--- config.mk ---
export PLATFORM = sky130hd
export DESIGN_NAME = stereo_fir_highpass
export DESIGN_NICKNAME = d
export VERILOG_FILES = /design/src/rtl/core/sfh_pkg.sv /design/src/rtl/core/sfh_ram.sv /design/src/rtl/core/stereo_fir_highpass.sv
export SDC_FILE = /design/constraint.sdc
export NUM_CORES = 2
export LEC_CHECK = 0
export ABC_AREA = 1
export BUFFER_PORTS_ARGS = -buffer_cell sky130_fd_sc_hd__buf_2
export CORE_MARGIN = 1
export CORE_UTILIZATION = 40
export DETAILED_ROUTE_END_ITERATION = 8
export PLACE_DENSITY = 0.57
export SETUP_SLACK_MARGIN = 0.5
export SLEW_MARGIN = 20
export SYNTH_ARGS = -nofsm -noshare
export SYNTH_HDL_FRONTEND = slang
export SYNTH_SLANG_ARGS = --single-unit
--- constraint.sdc ---
create_clock -name clk -period 15.06 [get_ports clk]
set_input_delay 2.259 -clock clk [delete_from_list [all_inputs] [get_ports clk]]
set_output_delay 2.259 -clock clk [all_outputs]
set_load 0.005 [all_outputs]
--- src/rtl/core/sfh_pkg.sv ---
// shared constants and arithmetic helpers for the stereo fir high-pass filter
package sfh_pkg;

    localparam int SAMPLE_W     = 16;
    localparam int PROD_W       = 2 * SAMPLE_W;
    localparam int ACC_W        = 40;
    localparam int FRAC_BITS    = 15;
    localparam int TAPS_DEFAULT = 23;
    localparam int TAPS_MAX     = 64;
    localparam int COEF_IDX_W   = $clog2(TAPS_MAX);
    localparam int COEF_COUNT   = 23;

    // q1.15 high-pass coefficients, entry 0 applies to the newest sample
    localparam logic signed [SAMPLE_W-1:0] COEF_TABLE [COEF_COUNT] = '{
        16'sd193,    16'sd2518,   16'sd204,    16'sd107,    -16'sd370,   -16'sd994,
        -16'sd1729,  -16'sd2500,  -16'sd3220,  -16'sd3811,  -16'sd4196,  16'sd28436,
        -16'sd4196,  -16'sd3811,  -16'sd3220,  -16'sd2500,  -16'sd1729,  -16'sd994,
        -16'sd370,   16'sd107,    16'sd204,    16'sd2518,   16'sd193
    };

    // taps past the end of the table weigh zero
    function automatic logic signed [SAMPLE_W-1:0] coef_q15(input logic [COEF_IDX_W-1:0] k);
        logic signed [SAMPLE_W-1:0] c;
        c = '0;
        if (k < COEF_IDX_W'(COEF_COUNT))
        begin
            c = COEF_TABLE[k[4:0]];
        end
        return c;
    endfunction

    // divide by 2^15 toward zero, then clamp to the sample range
    function automatic logic signed [SAMPLE_W-1:0] finish(input logic signed [ACC_W-1:0] acc);
        logic signed [ACC_W-1:0]           biased;
        logic signed [ACC_W-FRAC_BITS-1:0] q;
        logic signed [SAMPLE_W-1:0]        r;
        biased = acc + (acc[ACC_W-1] ? ACC_W'(32767) : ACC_W'(0));
        q      = biased[ACC_W-1:FRAC_BITS];
        if (q > (ACC_W-FRAC_BITS)'(32767))
        begin
            r = 16'sh7FFF;
        end
        else if (q < -(ACC_W-FRAC_BITS)'(32768))
        begin
            r = 16'sh8000;
        end
        else
        begin
            r = q[SAMPLE_W-1:0];
        end
        return r;
    endfunction

endpackage

--- src/rtl/core/sfh_ram.sv ---
// generic single-write, single-read ram with registered read data
module sfh_ram #(
    parameter int WIDTH = 32,
    parameter int DEPTH = 23,
    localparam int AW   = $clog2(DEPTH)
) (
    input  logic             clk,
    input  logic             wr_en,
    input  logic [AW-1:0]    wr_addr,
    input  logic [WIDTH-1:0] wr_data,
    input  logic             rd_en,
    input  logic [AW-1:0]    rd_addr,
    output logic [WIDTH-1:0] rd_data
);

    logic [WIDTH-1:0] mem [DEPTH];
    logic [WIDTH-1:0] rd_data_reg;

    always_ff @(posedge clk)
    begin
        if (wr_en)
        begin
            mem[wr_addr] <= wr_data;
        end
        if (rd_en)
        begin
            rd_data_reg <= mem[rd_addr];
        end
    end

    assign rd_data = rd_data_reg;

endmodule

--- src/rtl/core/stereo_fir_highpass.sv ---
// stereo fir high-pass filter with one shared multiply-accumulate unit
//
// channel   | dir | handshake                    | word contents
// ----------+-----+------------------------------+---------------------------------
// s_axis    | in  | s_axis_tvalid/s_axis_tready  | [15:0] left_sample, [31:16] right_sample
// m_axis    | out | m_axis_tvalid/m_axis_tready  | [15:0] left_out,    [31:16] right_out
// cfg       | in  | cfg_valid/cfg_ready          | [0] filter_enable
//
// filtered word: the single 16x16 multiplier does one left and one right product per
//   tap, the sequencer stepping through S_RD, S_ML/S_MR per tap, S_FLUSH, S_FIN, S_DONE
// bypass word: goes straight to S_DONE through the result registers, delay lines untouched
// reset clears the delay lines at once through per-entry valid bits, no sweep
// input is taken only while the sequencer idles; a held result waits in the output
//   register, so the next word is accepted while the sink stalls
module stereo_fir_highpass import sfh_pkg::*; #(
    parameter int TAPS = TAPS_DEFAULT
) (
    input  logic        clk,
    input  logic        rst_n,
    input  logic        s_axis_tvalid,
    output logic        s_axis_tready,
    input  logic [31:0] s_axis_tdata,   // [15:0] left_sample, [31:16] right_sample
    output logic        m_axis_tvalid,
    input  logic        m_axis_tready,
    output logic [31:0] m_axis_tdata,   // [15:0] left_out, [31:16] right_out
    input  logic        cfg_valid,
    output logic        cfg_ready,
    input  logic        cfg_data        // [0] filter_enable
);

    localparam int AW = $clog2(TAPS);
    localparam logic [AW-1:0] LAST_IDX = AW'(TAPS - 1);

    typedef enum logic [6:0] {
        S_IDLE  = 7'b0000001,
        S_RD    = 7'b0000010,   // first delay-line read in flight
        S_ML    = 7'b0000100,   // left product, next read issued
        S_MR    = 7'b0001000,   // right product
        S_FLUSH = 7'b0010000,   // last product folds into the accumulator
        S_FIN   = 7'b0100000,   // scale and saturate
        S_DONE  = 7'b1000000    // wait for the output register
    } state_t;

    state_t state_reg, state_next;

    logic                       enable_reg;
    logic [AW-1:0]              pos_reg, pos_next;
    logic [AW-1:0]              idx_reg, idx_next, idx_dec;
    logic [AW-1:0]              k_reg, k_next;
    logic                       last_reg, last_next;
    logic [TAPS-1:0]            valid_reg, valid_next;
    logic signed [SAMPLE_W-1:0] coef_reg, coef_next;
    logic signed [SAMPLE_W-1:0] hold_r_reg, hold_r_next;
    logic signed [PROD_W-1:0]   prod_reg, prod_next;
    logic                       prod_valid_reg, prod_valid_next;
    logic                       prod_right_reg, prod_right_next;
    logic signed [ACC_W-1:0]    acc_l_reg, acc_l_next;
    logic signed [ACC_W-1:0]    acc_r_reg, acc_r_next;
    logic signed [SAMPLE_W-1:0] res_l_reg, res_l_next;
    logic signed [SAMPLE_W-1:0] res_r_reg, res_r_next;
    logic                       out_valid_reg, out_valid_next;
    logic [31:0]                out_data_reg, out_data_next;

    logic                       in_accept;
    logic                       out_load;
    logic                       ram_wr_en;
    logic                       ram_rd_en;
    logic [AW-1:0]              ram_rd_addr;
    logic [31:0]                ram_rd_data;
    logic [31:0]                tap_word;
    logic signed [SAMPLE_W-1:0] mul_b;
    logic signed [PROD_W-1:0]   mul_out;
    logic signed [ACC_W-1:0]    prod_ext;

    assign s_axis_tready = (state_reg == S_IDLE);
    assign in_accept     = s_axis_tvalid && s_axis_tready;
    assign cfg_ready     = 1'b1;
    assign m_axis_tvalid = out_valid_reg;
    assign m_axis_tdata  = out_data_reg;

    // both channels share one ram word: right in the high half
    assign ram_wr_en   = in_accept && enable_reg;
    assign idx_dec     = (idx_reg == '0) ? LAST_IDX : idx_reg - AW'(1);
    assign ram_rd_en   = (state_reg == S_RD) || ((state_reg == S_ML) && !last_next);
    assign ram_rd_addr = (state_reg == S_RD) ? idx_reg : idx_dec;

    sfh_ram #(
        .WIDTH (32),
        .DEPTH (TAPS)
    ) u_delay_ram (
        .clk     (clk),
        .wr_en   (ram_wr_en),
        .wr_addr (pos_reg),
        .wr_data (s_axis_tdata),
        .rd_en   (ram_rd_en),
        .rd_addr (ram_rd_addr),
        .rd_data (ram_rd_data)
    );

    // entries never written since reset read as zero
    assign tap_word = valid_reg[idx_reg] ? ram_rd_data : 32'd0;

    // the shared multiplier: left half in S_ML, held right half in S_MR
    assign mul_b    = (state_reg == S_ML) ? signed'(tap_word[15:0]) : hold_r_reg;
    assign mul_out  = coef_reg * mul_b;
    assign prod_ext = {{(ACC_W-PROD_W){prod_reg[PROD_W-1]}}, prod_reg};

    assign out_load = (state_reg == S_DONE) && (!out_valid_reg || m_axis_tready);

    always_comb
    begin
        state_next      = state_reg;
        pos_next        = pos_reg;
        idx_next        = idx_reg;
        k_next          = k_reg;
        last_next       = last_reg;
        valid_next      = valid_reg;
        coef_next       = coef_reg;
        hold_r_next     = hold_r_reg;
        prod_next       = prod_reg;
        prod_valid_next = 1'b0;
        prod_right_next = 1'b0;
        acc_l_next      = acc_l_reg;
        acc_r_next      = acc_r_reg;
        res_l_next      = res_l_reg;
        res_r_next      = res_r_reg;

        // accumulate the product from the previous cycle
        if (prod_valid_reg)
        begin
            if (prod_right_reg)
            begin
                acc_r_next = acc_r_reg + prod_ext;
            end
            else
            begin
                acc_l_next = acc_l_reg + prod_ext;
            end
        end

        unique case (state_reg)
            S_IDLE:
            begin
                if (in_accept)
                begin
                    if (enable_reg)
                    begin
                        valid_next[pos_reg] = 1'b1;
                        pos_next   = (pos_reg == LAST_IDX) ? '0 : pos_reg + AW'(1);
                        idx_next   = pos_reg;
                        k_next     = '0;
                        coef_next  = coef_q15(COEF_IDX_W'(0));
                        acc_l_next = '0;
                        acc_r_next = '0;
                        state_next = S_RD;
                    end
                    else
                    begin
                        res_l_next = signed'(s_axis_tdata[15:0]);
                        res_r_next = signed'(s_axis_tdata[31:16]);
                        state_next = S_DONE;
                    end
                end
            end
            S_RD:
            begin
                state_next = S_ML;
            end
            S_ML:
            begin
                last_next       = (k_reg == LAST_IDX);
                prod_next       = mul_out;
                prod_valid_next = 1'b1;
                hold_r_next     = signed'(tap_word[31:16]);
                k_next          = k_reg + AW'(1);
                idx_next        = idx_dec;
                state_next      = S_MR;
            end
            S_MR:
            begin
                prod_next       = mul_out;
                prod_valid_next = 1'b1;
                prod_right_next = 1'b1;
                coef_next       = coef_q15(COEF_IDX_W'(k_reg));
                state_next      = last_reg ? S_FLUSH : S_ML;
            end
            S_FLUSH:
            begin
                state_next = S_FIN;
            end
            S_FIN:
            begin
                res_l_next = finish(acc_l_reg);
                res_r_next = finish(acc_r_reg);
                state_next = S_DONE;
            end
            S_DONE:
            begin
                if (out_load)
                begin
                    state_next = S_IDLE;
                end
            end
            default:
            begin
                state_next = S_IDLE;
            end
        endcase
    end

    // output register parts the sink from the sequencer
    always_comb
    begin
        out_valid_next = out_valid_reg;
        out_data_next  = out_data_reg;
        if (out_load)
        begin
            out_valid_next = 1'b1;
            out_data_next  = {res_r_reg, res_l_reg};
        end
        else if (m_axis_tready)
        begin
            out_valid_next = 1'b0;
        end
    end

    always_ff @(posedge clk or negedge rst_n)
    begin
        if (!rst_n)
        begin
            state_reg      <= S_IDLE;
            enable_reg     <= 1'b0;
            pos_reg        <= '0;
            k_reg          <= '0;
            last_reg       <= 1'b0;
            valid_reg      <= '0;
            prod_valid_reg <= 1'b0;
            prod_right_reg <= 1'b0;
            out_valid_reg  <= 1'b0;
        end
        else
        begin
            state_reg      <= state_next;
            pos_reg        <= pos_next;
            k_reg          <= k_next;
            last_reg       <= last_next;
            valid_reg      <= valid_next;
            prod_valid_reg <= prod_valid_next;
            prod_right_reg <= prod_right_next;
            out_valid_reg  <= out_valid_next;
            if (cfg_valid && cfg_ready)
            begin
                enable_reg <= cfg_data;
            end
        end
    end

    always_ff @(posedge clk)
    begin
        idx_reg      <= idx_next;
        coef_reg     <= coef_next;
        hold_r_reg   <= hold_r_next;
        prod_reg     <= prod_next;
        acc_l_reg    <= acc_l_next;
        acc_r_reg    <= acc_r_next;
        res_l_reg    <= res_l_next;
        res_r_reg    <= res_r_next;
        out_data_reg <= out_data_next;
    end

    // a delay-line entry once written stays valid until reset
    a_valid_sticky: assert property (@(posedge clk) disable iff (!rst_n)
        (($past(valid_reg) & ~valid_reg) == '0))
        else $error("delay line valid bit cleared");

    // products only come out of the two multiply steps
    a_prod_source: assert property (@(posedge clk) disable iff (!rst_n)
        prod_valid_reg |-> ($past(state_reg) == S_ML || $past(state_reg) == S_MR))
        else $error("product without a multiply step");

    // every product has been folded in before scaling
    a_fin_drained: assert property (@(posedge clk) disable iff (!rst_n)
        (state_reg == S_FIN) |-> !prod_valid_reg)
        else $error("scaling with a product still pending");

    // tap counter stays within the delay line
    a_tap_range: assert property (@(posedge clk) disable iff (!rst_n)
        (state_reg == S_ML) |-> (k_reg <= LAST_IDX))
        else $error("tap counter out of range");

endmodule

* Word-level counts from Yosys, hierarchy flattened
Memories as Yosys holds them, arrays and structs flattened. A register that Yosys moved wholly into a read port is not among the register bits. Cells that the tools add are included.
Word-level totals: flip-flop bits (word level) 258, RAM bits 736, bits in read-only memories 512, input port bits 38, output and inout bits 35, logic and storage cells 127, memories 2
Cells by class: $add $sub $neg 7, multiply operators 1, magnitude comparators 9, equal/unequal tests 13, multiplexer cells 55, bitwise logic cells 2, reductions and logical operators 20
Memories:
- u_delay_ram.mem | depth 23, width 32, rd ports 1, clocked after Yosys merged registers in 1, wr ports 1, line sfh_ram.sv:16 | logic [WIDTH-1:0] mem [DEPTH];
- (name not given) | depth 32, width 16, rd ports 1, clocked after Yosys merged registers in 0, wr ports 0, line sfh_pkg.sv:27 | c = COEF_TABLE[k[4:0]];
Operators by type and width (count):
- $mux W40 | 10
- $mux W16 | 15
- $pmux W16 S2 | 3
- $add A40 B16 Y40 | 2
- $add A40 B32 Y40 | 2
- $gt A25 B16 Y1 const B | 2
- $lt A25 B16 Y1 const B | 2
- $pmux W7 S7 | 1
- $mux W5 | 8
- $mul A16 B16 Y32 | 1
- $mux W15 | 2
- $or A23 B23 Y23 | 1
- $mux W7 | 3
- $pmux W5 S2 | 2
- $lt A5 B6 Y1 const B | 2
- $reduce_and A3 Y1 | 4
- $add A5 B1 Y5 const B | 2
- $eq A5 B5 Y1 const B | 2
- $mux W1 | 9
- $reduce_bool A2 Y1 | 4
- $eq A7 B1 Y1 const B | 1
- $eq A7 B2 Y1 const B | 1
- $eq A7 B3 Y1 const B | 1
- $eq A7 B4 Y1 const B | 1
- 18 further kinds | 26

* Logic depth before layout (Yosys ltp)
depth after elaboration 6, depth in mapped cells 39, gate-level depth less buffers 38

* Cells and area by module
From an unflattened synthesis, not the netlist that was laid out.
Second synthesis, totals: cell total of the unflattened synthesis 6302, area total of the unflattened synthesis 59231.8 µm²
Modules (own cells, without submodules):
- sfh_ram | times used 1, cells each 2501, area an instance 30598.1 µm², sequential area each 23062.1 µm²
- stereo_fir_highpass | times used 1, cells each 3801, area an instance 28633.7 µm², sequential area each 6692.7 µm²

* Worst setup path after synthesis
Ideal clock, no wire load.
kind reg2reg, start register state_reg[6], end register prod_reg[29] (data pin), library setup time 0.258 ns, data arrival time 6.428 ns, required time 14.802 ns, slack 8.374 ns, stages on the path, launching flop included 33, buffers on the path 2, period minus slack after synthesis 6.686 ns, cells stage by stage dfrtp_1 > nor3_4 > inv_2 > nor4_2 > buf_1 > nand3_1 > o21ai_2 > buf_2 > nand2_1 > fa_1 > inv_1 > fa_1 > inv_1 > fa_1 > inv_1 > fa_1 > fa_1 > inv_1 > fa_1 > inv_1 > ha_1 > a21oi_1 > o21a_1 > nor2_1 > nor2_1 > nand3_1 > nand2_1 > nand2_1 > nand3_1 > nand2_1 > nand3_1 > nand2_1 > xor2_1
Between the ends: longest elaborated chain between the ends 3
RTL lines:
- from (decl) | line stereo_fir_highpass.sv:44 | state_t state_reg, state_next;
- from (signal assigned) | line stereo_fir_highpass.sv:243 | state_reg <= state_next;
- $eq A7 B3 Y1 | line stereo_fir_highpass.sv:104 | assign mul_b = (state_reg == S_ML) ? signed'(tap_word[15:0]) : hold_r_reg;
- $mux W16 | line stereo_fir_highpass.sv:104
- $mul A16 B16 Y32 | line stereo_fir_highpass.sv:105 | assign mul_out = coef_reg * mul_b;
- via mul_out[29] | line stereo_fir_highpass.sv:72 | logic signed [PROD_W-1:0] mul_out;
- to (signal assigned) | line stereo_fir_highpass.sv:263 | prod_reg <= prod_next;
- to (decl) | line stereo_fir_highpass.sv:54 | logic signed [PROD_W-1:0] prod_reg, prod_next;
The timed path passes the listed nets, and every way through them passes these cells. A chain may end at the register's enable or synchronous reset.

* Worst setup path in the final report
start register idx_reg[0], end register prod_reg[29] (data pin)
Between the ends: longest elaborated chain between the ends 5
RTL lines:
- from (decl) | line stereo_fir_highpass.sv:48 | logic [AW-1:0] idx_reg, idx_next, idx_dec;
- from (signal assigned) | line stereo_fir_highpass.sv:260 | idx_reg <= idx_next;
- $bmux W1 S5 | line stereo_fir_highpass.sv:101 | assign tap_word = valid_reg[idx_reg] ? ram_rd_data : 32'd0;
- $mux W1 (implied by the code) | line stereo_fir_highpass.sv:101
- $mux W16 | line stereo_fir_highpass.sv:101
- $mux W16 | line stereo_fir_highpass.sv:104
- $mul A16 B16 Y32 | line stereo_fir_highpass.sv:105
- via mul_out[29] | line stereo_fir_highpass.sv:72
The timed path passes the listed nets, and every way through them passes these cells. The select of a mux whose other input is x is not followed.

==> flow_metrics.env <==
export IMPL_status="finished with violations"
export IMPL_violations="DRC"
export IMPL_fin_tns_setup_ns=0
export IMPL_largest_register_ffs=736
export IMPL_max_slew_margin_rel_pct=21.0
export IMPL_cts_setup_buffers=0
export IMPL_grt_pass1_wl_mm=261
export IMPL_vias_per_cell=5.41
export IMPL_die_w_um=383
export IMPL_netlist_instances=5960
export IMPL_grt_antenna_before_repair=14
export IMPL_start_util_pct=40.3
export IMPL_grt_ovfl_total=0
export IMPL_hold_path_class="reg -> reg"
export IMPL_cellInternalPower_w=0.00734
export IMPL_crit_buf_inv=6
export IMPL_io_pins=73
export IMPL_yosys_register_bits=1025
export IMPL_p_per_area_nw_per_um2=197
export IMPL_routed_wl_mm=174
export IMPL_final_hold_viol_count=0
export IMPL_vias=43060
export IMPL_clkPwrFrac_pct=21.1
export IMPL_wl_per_cell_um=21.9
export IMPL_final_max_slew_viol_count=0
export IMPL_syn_num_nets=6463
export IMPL_rrSetupSlack_ns=6.80
export IMPL_cts_tree="built"
export IMPL_cts_resized_gates=0
export IMPL_cp_required_ns=15.51
export IMPL_hold_slack_ns=0.416
export IMPL_vdd_ir_drop_max_uv=336
export IMPL_max_cap_violations=0
export IMPL_critical_path_class="reg -> reg"
export IMPL_core_area_um2=144000
export IMPL_crit_path_top_delay_cell="edfxtp_1"
export IMPL_stdcell_count=7963
export IMPL_synth_edf_count=900
export IMPL_netlist_area_um2=58000
export IMPL_grt_setup_unrepaired="no"
export IMPL_post_route_period_util_pct=54.9
export IMPL_rows=139
export IMPL_max_freq_ghz=0.121
export IMPL_setup_viol=0
export IMPL_grt_pass1_vias=41553
export IMPL_die_y_um=383
export IMPL_seq_power_share_pct=30.0
export IMPL_worstPathArrival_ns=8.71
export IMPL_period_needed_ns=8.26
export IMPL_numCtsBuffers=106
export IMPL_yosys_most_used_dff="edfxtp_1"
export IMPL_io_buffers=71
export IMPL_htree_levels=3
export IMPL_tightestPinTransition_ns=1.18
export IMPL_cp_end_kind="register"
export IMPL_pwr_share_comb_pct=48.9
export IMPL_switching_power_w=0.00522
export IMPL_drc_errors=8
export IMPL_leakagePower_nw=25.8
export IMPL_cts_sinks=1025
export IMPL_clk_path_buf_depth=3
export IMPL_hold_buffers=0
export IMPL_drive_gt1_share_pct=6.04
export IMPL_drtIter0Drc=4235
export IMPL_area_growth_pct=10.2
export IMPL_dpl_worst_slack_ns=6.94
export IMPL_switching_share_pct=41.6
export IMPL_crit_family="adder cells"
export IMPL_track_usage_pct=23.6
export IMPL_drtAntennaViolNets=0
export IMPL_async_reset_ff_share_pct=4.39
export IMPL_dieArea_um2=146000
export IMPL_ctsRootBufferMaster="clkbuf_16"
export IMPL_layout_setup_ws_ns=6.80
export IMPL_avgSynthCellArea_um2=9.72
export IMPL_dr_pass1_iters=8
export IMPL_crit_fanout=21
export IMPL_ys_seq_area_share_pct=51.3
export IMPL_finClkSkew_ns=0.0512
export IMPL_gp_congestion=0.933
export IMPL_grt_max_degree=207
export IMPL_slowest_delay_ns=0.76
export IMPL_clock_latency_ns=0.73
export IMPL_dp_cells=7760
export IMPL_nets=6468
export IMPL_yosysUniqueCellTypes=58
export IMPL_ys_warn_count=0
export IMPL_start_kind="register"
export IMPL_clkTransAtPathRegs_ns=0.06
export IMPL_hpwl_mm=114
[power by group through the flow]
stage | clock [W] | combinational [W] | sequential [W]
2_1_floorplan | 0 | 0.00458 | 0.00372
4_1_cts | 0.00270 | 0.00617 | 0.00376
3_5_place_dp | 0 | 0.00614 | 0.00382
6_report | 0.00266 | 0.00614 | 0.00376
5_1_grt | 0.00281 | 0.00701 | 0.00378
3_3_place_gp | 0 | 0.00610 | 0.00382
[cells in the mapped netlist (10+ instances only)]
master / instances / area, um^2
or2_2: 21 / 131
o21ai_0: 544 / 2720
nand3_1: 231 / 1160
buf_4: 13 / 97.6
buf_1: 10 / 37.5
clkbuf_1: 125 / 469
edfxtp_1: 900 / 27000
nand2_1: 988 / 3710
nand4_1: 31 / 194
inv_1: 765 / 2870
o221ai_1: 94 / 823
buf_2: 74 / 370
o211ai_1: 90 / 676
nor3_1: 43 / 215
o22ai_1: 28 / 175
ha_1: 202 / 2530
a31oi_1: 15 / 93.8
dfxtp_1: 80 / 1600
a211oi_1: 15 / 113
o21ai_1: 67 / 335
o21bai_1: 33 / 248
xnor2_1: 42 / 368
dfrtp_1: 44 / 1100
a21o_1: 12 / 90.1
a21oi_1: 200 / 1000
inv_2: 15 / 56.3
fa_1: 263 / 5270
xor2_1: 52 / 455
nor2_1: 868 / 3260
[layout by cell type, fill, tap and decap left out, types with 94 or more instances in the layout]
master | synthesis | routed
nor2_1 | 868 | 843
nand2_1 | 988 | 988
inv_1 | 765 | 763
fa_1 | 263 | 263
o221ai_1 | 94 | 94
clkbuf_16 | 0 | 109
a21oi_1 | 200 | 200
edfxtp_1 | 900 | 900
nand3_1 | 231 | 231
ha_1 | 202 | 202
o21ai_0 | 544 | 542
[logic make-up after synthesis]
kind of cell             count (synthesis)  synth area share, %
buffers and inverters                 1017                 6.90
flip-flops                            1025                 51.3
adder cells (fa/ha/maj)                465                 13.4
AND/OR/NAND/NOR                       2220                 15.5
AO/OA/AOI/OAI                         1138                 11.4
XOR/XNOR                                94                 1.42
other                                    1              0.00647
[final cells by class]
cell class,count,area (um^2)
antenna,5,12.5
inverter,788,2980
clock buffer,144,2880
multi-input combinational,3918,24500
timing repair buffer,126,781
sequential,1025,29800
clock inverter,54,608
fill,13867,79800
tap,1903,2380
[stage by stage]
stage	power, W	util (%)	area, um^2
global route	0.0136	44.4	63800
global placement	0.00992	42.0	60400
detailed placement	0.00996	42.0	60400
CTS	0.0126	44.4	63800
finish	0.0126	44.5	63900
floorplan	0.00831	-	58000
[path summary, 6_finish.rpt]
check / start / end / depth (start not counted)
min in group asynchronous: rst_n / k_reg[2] / 2
max in group asynchronous: rst_n / enable_reg / 2
max reg2reg: idx_reg[0] / prod_reg[29] / 33
min: res_r_reg[0] / m_axis_tdata[16] / 0
max: idx_reg[0] / prod_reg[29] / 33
min reg2reg: res_r_reg[0] / m_axis_tdata[16] / 0
[routing by layer]
layer	GRT usage, %	up-vias	part of all wire (%)
met5	0	-	0.055
met4	7.54	16	3.3
met3	3.45	282	6.5
met2	38.3	1468	47
met1	32.6	21213	44
li1	-	20081	-
Note: power is estimated with default switching activity, not from simulation.
